## config.mk

```make
export PLATFORM = sky130hd
export DESIGN_NAME = pirs_cond_unit
export DESIGN_NICKNAME = d
export VERILOG_FILES = /design/src/sv/pad_input_recipe_sequencer_unit_defines.svh /design/src/sv/pirs_pkg.sv /design/src/sv/pirs_cond_unit.sv
export SDC_FILE = /design/constraint.sdc
export NUM_CORES = 1
export LEC_CHECK = 0
export ABC_AREA = 1
export BUFFER_PORTS_ARGS = -buffer_cell sky130_fd_sc_hd__buf_2
export CAP_MARGIN = 20
export CORE_MARGIN = 1
export CORE_UTILIZATION = 25
export DETAILED_ROUTE_END_ITERATION = 16
export PLACE_DENSITY_LB_ADDON = 0.3
export SLEW_MARGIN = 20
export SYNTH_ARGS = -nofsm -noshare
export SYNTH_HDL_FRONTEND = slang
export SYNTH_SLANG_ARGS = --single-unit
```

## constraint.sdc

```tcl
create_clock -name vclk -period 2.3
set_clock_uncertainty 0.15 [all_clocks]
set_input_delay 0.115 -clock vclk [all_inputs]
set_output_delay 0.115 -clock vclk [all_outputs]
set_load 0.005 [all_outputs]
```

## src/sv/pad_input_recipe_sequencer_unit_defines.svh

```systemverilog
// assertion macros for the pad input recipe sequencer
`ifndef PAD_INPUT_RECIPE_SEQUENCER_UNIT_DEFINES_SVH
`define PAD_INPUT_RECIPE_SEQUENCER_UNIT_DEFINES_SVH

// same-cycle implication under the block clock and reset
`define PIRS_ASSERT_NOW(label, ante, cons, msg) \
    label: assert property (@(posedge aclk) disable iff (!aresetn) (ante) |-> (cons)) \
        else $error(msg);

// next-cycle implication under the block clock and reset
`define PIRS_ASSERT_NEXT(label, ante, cons, msg) \
    label: assert property (@(posedge aclk) disable iff (!aresetn) (ante) |=> (cons)) \
        else $error(msg);

`endif

```

## src/sv/pirs_pkg.sv

```systemverilog
// shared types and codes of the pad input recipe sequencer
`default_nettype none
package pirs_pkg;

    localparam logic CMD_LOAD = 1'b0;
    localparam logic CMD_TICK = 1'b1;

    localparam logic [3:0] KIND_WAIT  = 4'd0;
    localparam logic [3:0] KIND_PRESS = 4'd1;
    localparam logic [3:0] KIND_HOLD  = 4'd2;
    localparam logic [3:0] KIND_UNTIL = 4'd3;
    localparam logic [3:0] KIND_SEEK  = 4'd4;
    localparam logic [3:0] KIND_SHOT  = 4'd5;
    localparam logic [3:0] KIND_POKE  = 4'd6;
    localparam logic [3:0] KIND_SKIP  = 4'd7;
    localparam logic [3:0] KIND_END   = 4'd8;

    localparam logic [1:0] OP_EQ   = 2'd0;
    localparam logic [1:0] OP_NE   = 2'd1;
    localparam logic [1:0] OP_ANY  = 2'd2;
    localparam logic [1:0] OP_NONE = 2'd3;

    localparam logic [1:0] WIDTH_BYTE = 2'd0;
    localparam logic [1:0] WIDTH_HALF = 2'd1;
    localparam logic [1:0] WIDTH_WORD = 2'd2;

    localparam logic [1:0] STATUS_RUN  = 2'd0;
    localparam logic [1:0] STATUS_DONE = 2'd1;
    localparam logic [1:0] STATUS_FAIL = 2'd2;

    localparam logic RES_FRAME = 1'b0;
    localparam logic RES_WRITE = 1'b1;

    localparam int MAX_POKES = 63;

    typedef struct packed {
        logic        command;
        logic [5:0]  step_index;
        logic [3:0]  step_kind;
        logic [15:0] step_buttons;
        logic [15:0] step_count;
        logic [7:0]  step_hold;
        logic [7:0]  step_gap;
        logic [1:0]  step_op;
        logic [31:0] step_addr;
        logic [1:0]  step_width;
        logic [31:0] step_value;
        logic [31:0] probe_value;
    } in_t;

    typedef struct packed {
        logic        result_kind;
        logic [15:0] pad_held;
        logic [15:0] pad_previous;
        logic [15:0] pad_pressed;
        logic [31:0] write_addr;
        logic [1:0]  write_width;
        logic [31:0] write_value;
        logic [31:0] probe_addr;
        logic [1:0]  probe_width;
        logic [1:0]  status;
        logic        last;
    } out_t;

    typedef struct packed {
        logic [3:0]  kind;
        logic [15:0] buttons;
        logic [15:0] count;
        logic [7:0]  hold;
        logic [7:0]  gap;
        logic [1:0]  op;
        logic [1:0]  width;
        logic [31:0] addr;
        logic [31:0] value;
    } step_rec_t;

    function automatic logic [1:0] norm_width(input logic [1:0] w);
        return (w > WIDTH_WORD) ? WIDTH_WORD : w;
    endfunction

endpackage
`default_nettype wire

```

## src/sv/pirs_cond_unit.sv

```systemverilog
// watched-value comparison shared by until and seek steps
`default_nettype none
module pirs_cond_unit (
    input  wire logic [31:0] probe,
    input  wire logic [31:0] operand,
    input  wire logic [1:0]  width,
    input  wire logic [1:0]  op,
    output logic             holds
);
    logic [31:0] v;

    always_comb begin
        case (pirs_pkg::norm_width(width))
            pirs_pkg::WIDTH_BYTE: v = {24'd0, probe[7:0]};
            pirs_pkg::WIDTH_HALF: v = {16'd0, probe[15:0]};
            default:              v = probe;
        endcase
        case (op)
            pirs_pkg::OP_EQ:  holds = (v == operand);
            pirs_pkg::OP_NE:  holds = (v != operand);
            pirs_pkg::OP_ANY: holds = ((v & operand) != 32'd0);
            default:          holds = ((v & operand) == 32'd0);
        endcase
    end
endmodule
`default_nettype wire

```

==> impl_summary.txt <==
----------------------------------------------------
[Worst setup path]
  Worst-path maximum fanout ... 17
  Arr. time, crit path ... 1620 ps
  Kind of end point of the critical path ... output port
  Category of the worst setup path launch point ... input port
  Critical Setup Path Class ... in -> out
  Required arrival time at the worst endpoint ... 2040 ps

[Final layout]
  Final #Nets ... 325
  Count of inserted antenna diode cells ... 0
  Fraction of layout cells with a size suffix above 1 ... 31.4%
  Number of clock buffers in the layout ... 0
  Share of the core filled with cells in the final layout ... 37.8%
  Area delta synth->final ... 44.7%
  Flip-flop and latch area ... 0 sq um
  Number of flip-flops and latches ... 0

[Synth]
  Synth top cells by count ... nor2_1, nand2_1, ha_1
  Post-synthesis sequential area ratio ... 0%
  Cell taking the most area after synthesis ... ha_1
  Most frequent cell after synthesis ... nor2_1
  Post-Synthesis Cell Area ... 878 sq um
  Post-synthesis net count ... 256
  Post-synthesis instance total ... 156
  Area share of the leading cell type in the synthesized netlist ... 45.6%
  Synthesized area per cell ... 5.63 sq um
  Number of distinct library cells after synthesis ... 9
  Number of warnings issued by yosys ... 0
  Leading post-synthesis cells by cell area ... ha_1, nor2_1, nand2_1

[Status]
  Run status ... completed

[Timing]
  Minimum setup slack in the final design ... 411 ps
  Period Utilization, post-route ... 82.2%
  Transition at the pin with the smallest max-transition slack ... 308 ps
  Final count of pins violating max slew ... 0
  Accumulated negative setup slack ... 0 ps
  Final critical-path required period ... 1890 ps
  Max transition margin ... 79.5%
  Count of endpoints failing hold in the final timing report ... 0
  Total setup violations reported at the end of the flow ... 0
  Peak Freq ... 0.529 GHz
  Setup repair after global routing missed its margin ... no

[Floorplanning]
  Number of placement rows ... 21
  Die Y-Extent ... 61.3 um
  Core Area ... 0.00336 sq mm
  Initial core utilization ... 26.1%
  Floorplan die area ... 0.00375 sq mm
  Horizontal die dimension ... 61.3 um
  Number of placed I/O pins ... 69

[Global routing]
  Pin count of the biggest net entering global routing ... 18
  Global router's overall resource usage ... 10.1%
  Wire length of the first global-routing pass ... 3.06 mm
  Overflow left after global routing ... 0
  Initial antenna violation count ... 0
  Vias in the first global route ... 910

[Min path]
  Hold Path Depth ... 5
  Worst min path class ... in -> out
  Worst hold start ... op[1]
  Hold path endpoint ... holds

[Detailed routing]
  Wire length after detailed routing ... 1.96 mm
  Count of vias placed by the detailed router ... 1,069
  Total DRC errors in the routed layout ... 0
  Number of nets still failing antenna checks after routing ... 0
  Iter 0 DRT Violations ... 13
  Via-per-instance ratio ... 3.97
  WL per Instance ... 7.29 um
  First-pass detailed-route iteration total ... 4

[Flow run]
  Maximum capacitance violations ... 0

[Power and ir drop]
  Total power draw ... 0.000170 W
  Power density over the cells ... 134 mW/mm^2
  Leakage power ... 0.883 nW
  Worst ir drop on vdd ... 47.9 uV

[Clock network]
  Buffer count from post-CTS setup fixing ... 0
  Post-cts resize count ... 0
  Number of buffers inserted by hold repair at cts ... 0

[Placement]
  Count of buffers inserted at the top-level ports ... 69
  Routability congestion estimate ... 0.798
  Final HPWL from detailed placement ... 1.89 mm
  Post-Place Worst Slack ... 374 ps

----------------------------------------------------
layout by cell type, fill, tap and decap left out:
cell type	n
nor2_1	52
nor2_2	1
nand4_1	1
nand2_1	40
o21bai_1	1
ha_1	32
buf_2	69
inv_1	26
o21ai_1	1
power breakdown:
part | switching [W] | internal (W) | total (W)
Clock | 0 | 0 | 0
Sequential | 0 | 0 | 0
Combinational | 0.0000802 | 0.0000895 | 0.000170
Total | 0.0000802 | 0.0000895 | 0.000170
worst max path at each step:
stage,startpoint,end,slack (ps)
3_3_place_gp,width[1],holds,390
6_report,width[1],holds,410
5_1_grt,width[1],holds,190
4_1_cts,width[1],holds,380
2_1_floorplan,width[1],holds,740
3_5_place_dp,width[1],holds,370
layout make-up:
cell class	count	area, sq um
repair buffers	69	345
fillers	427	2090
inverters	26	97.6
well taps	46	57.6
multi-input cells	128	771
routing by layer:
| layer | wire length, um | GRT usage (%) | vias to the layer above |
|---|---|---|---|
| met1 | 852 | 11.3 | 427 |
| met3 | 102 | 0.630 | 0 |
| met5 | 0 | 0 | - |
| met2 | 1010 | 21.7 | 31 |
| met4 | 0 | 0 | 0 |
| li1 | - | - | 611 |
metrics by stage:
| stage | hold slack, ps | std cells | instance area (sq um) |
|---|---|---|---|
| 4_1_cts | 500 | 269 | 1270 |
| 6_report | 494 | 269 | 1270 |
| 3_3_place_gp | 504 | 269 | 1270 |
| 2_1_floorplan | 245 | 156 | 878 |
| 5_1_grt | 518 | 269 | 1270 |
| 3_5_place_dp | 500 | 269 | 1270 |
kinds of logic after synthesis:
group                      after synthesis  synth area share [%]
and+or+nand+nor                         94                  40.7
adders and majority gates               32                  45.6
AOI/OAI and AO/OA                        2                  1.42
buffers and inverters                   28                  12.3
critical path, cell delays in order:
cell and delay, ps:
buf_2 200, nor2_2 290, nor2_1 70, ha_1 270, nor2_1 100, nand2_1 60, nor2_1 100, nand2_1 70
o21bai_1 130, nand4_1 80, buf_2 140
Note: power is estimated with default switching activity, not from simulation.
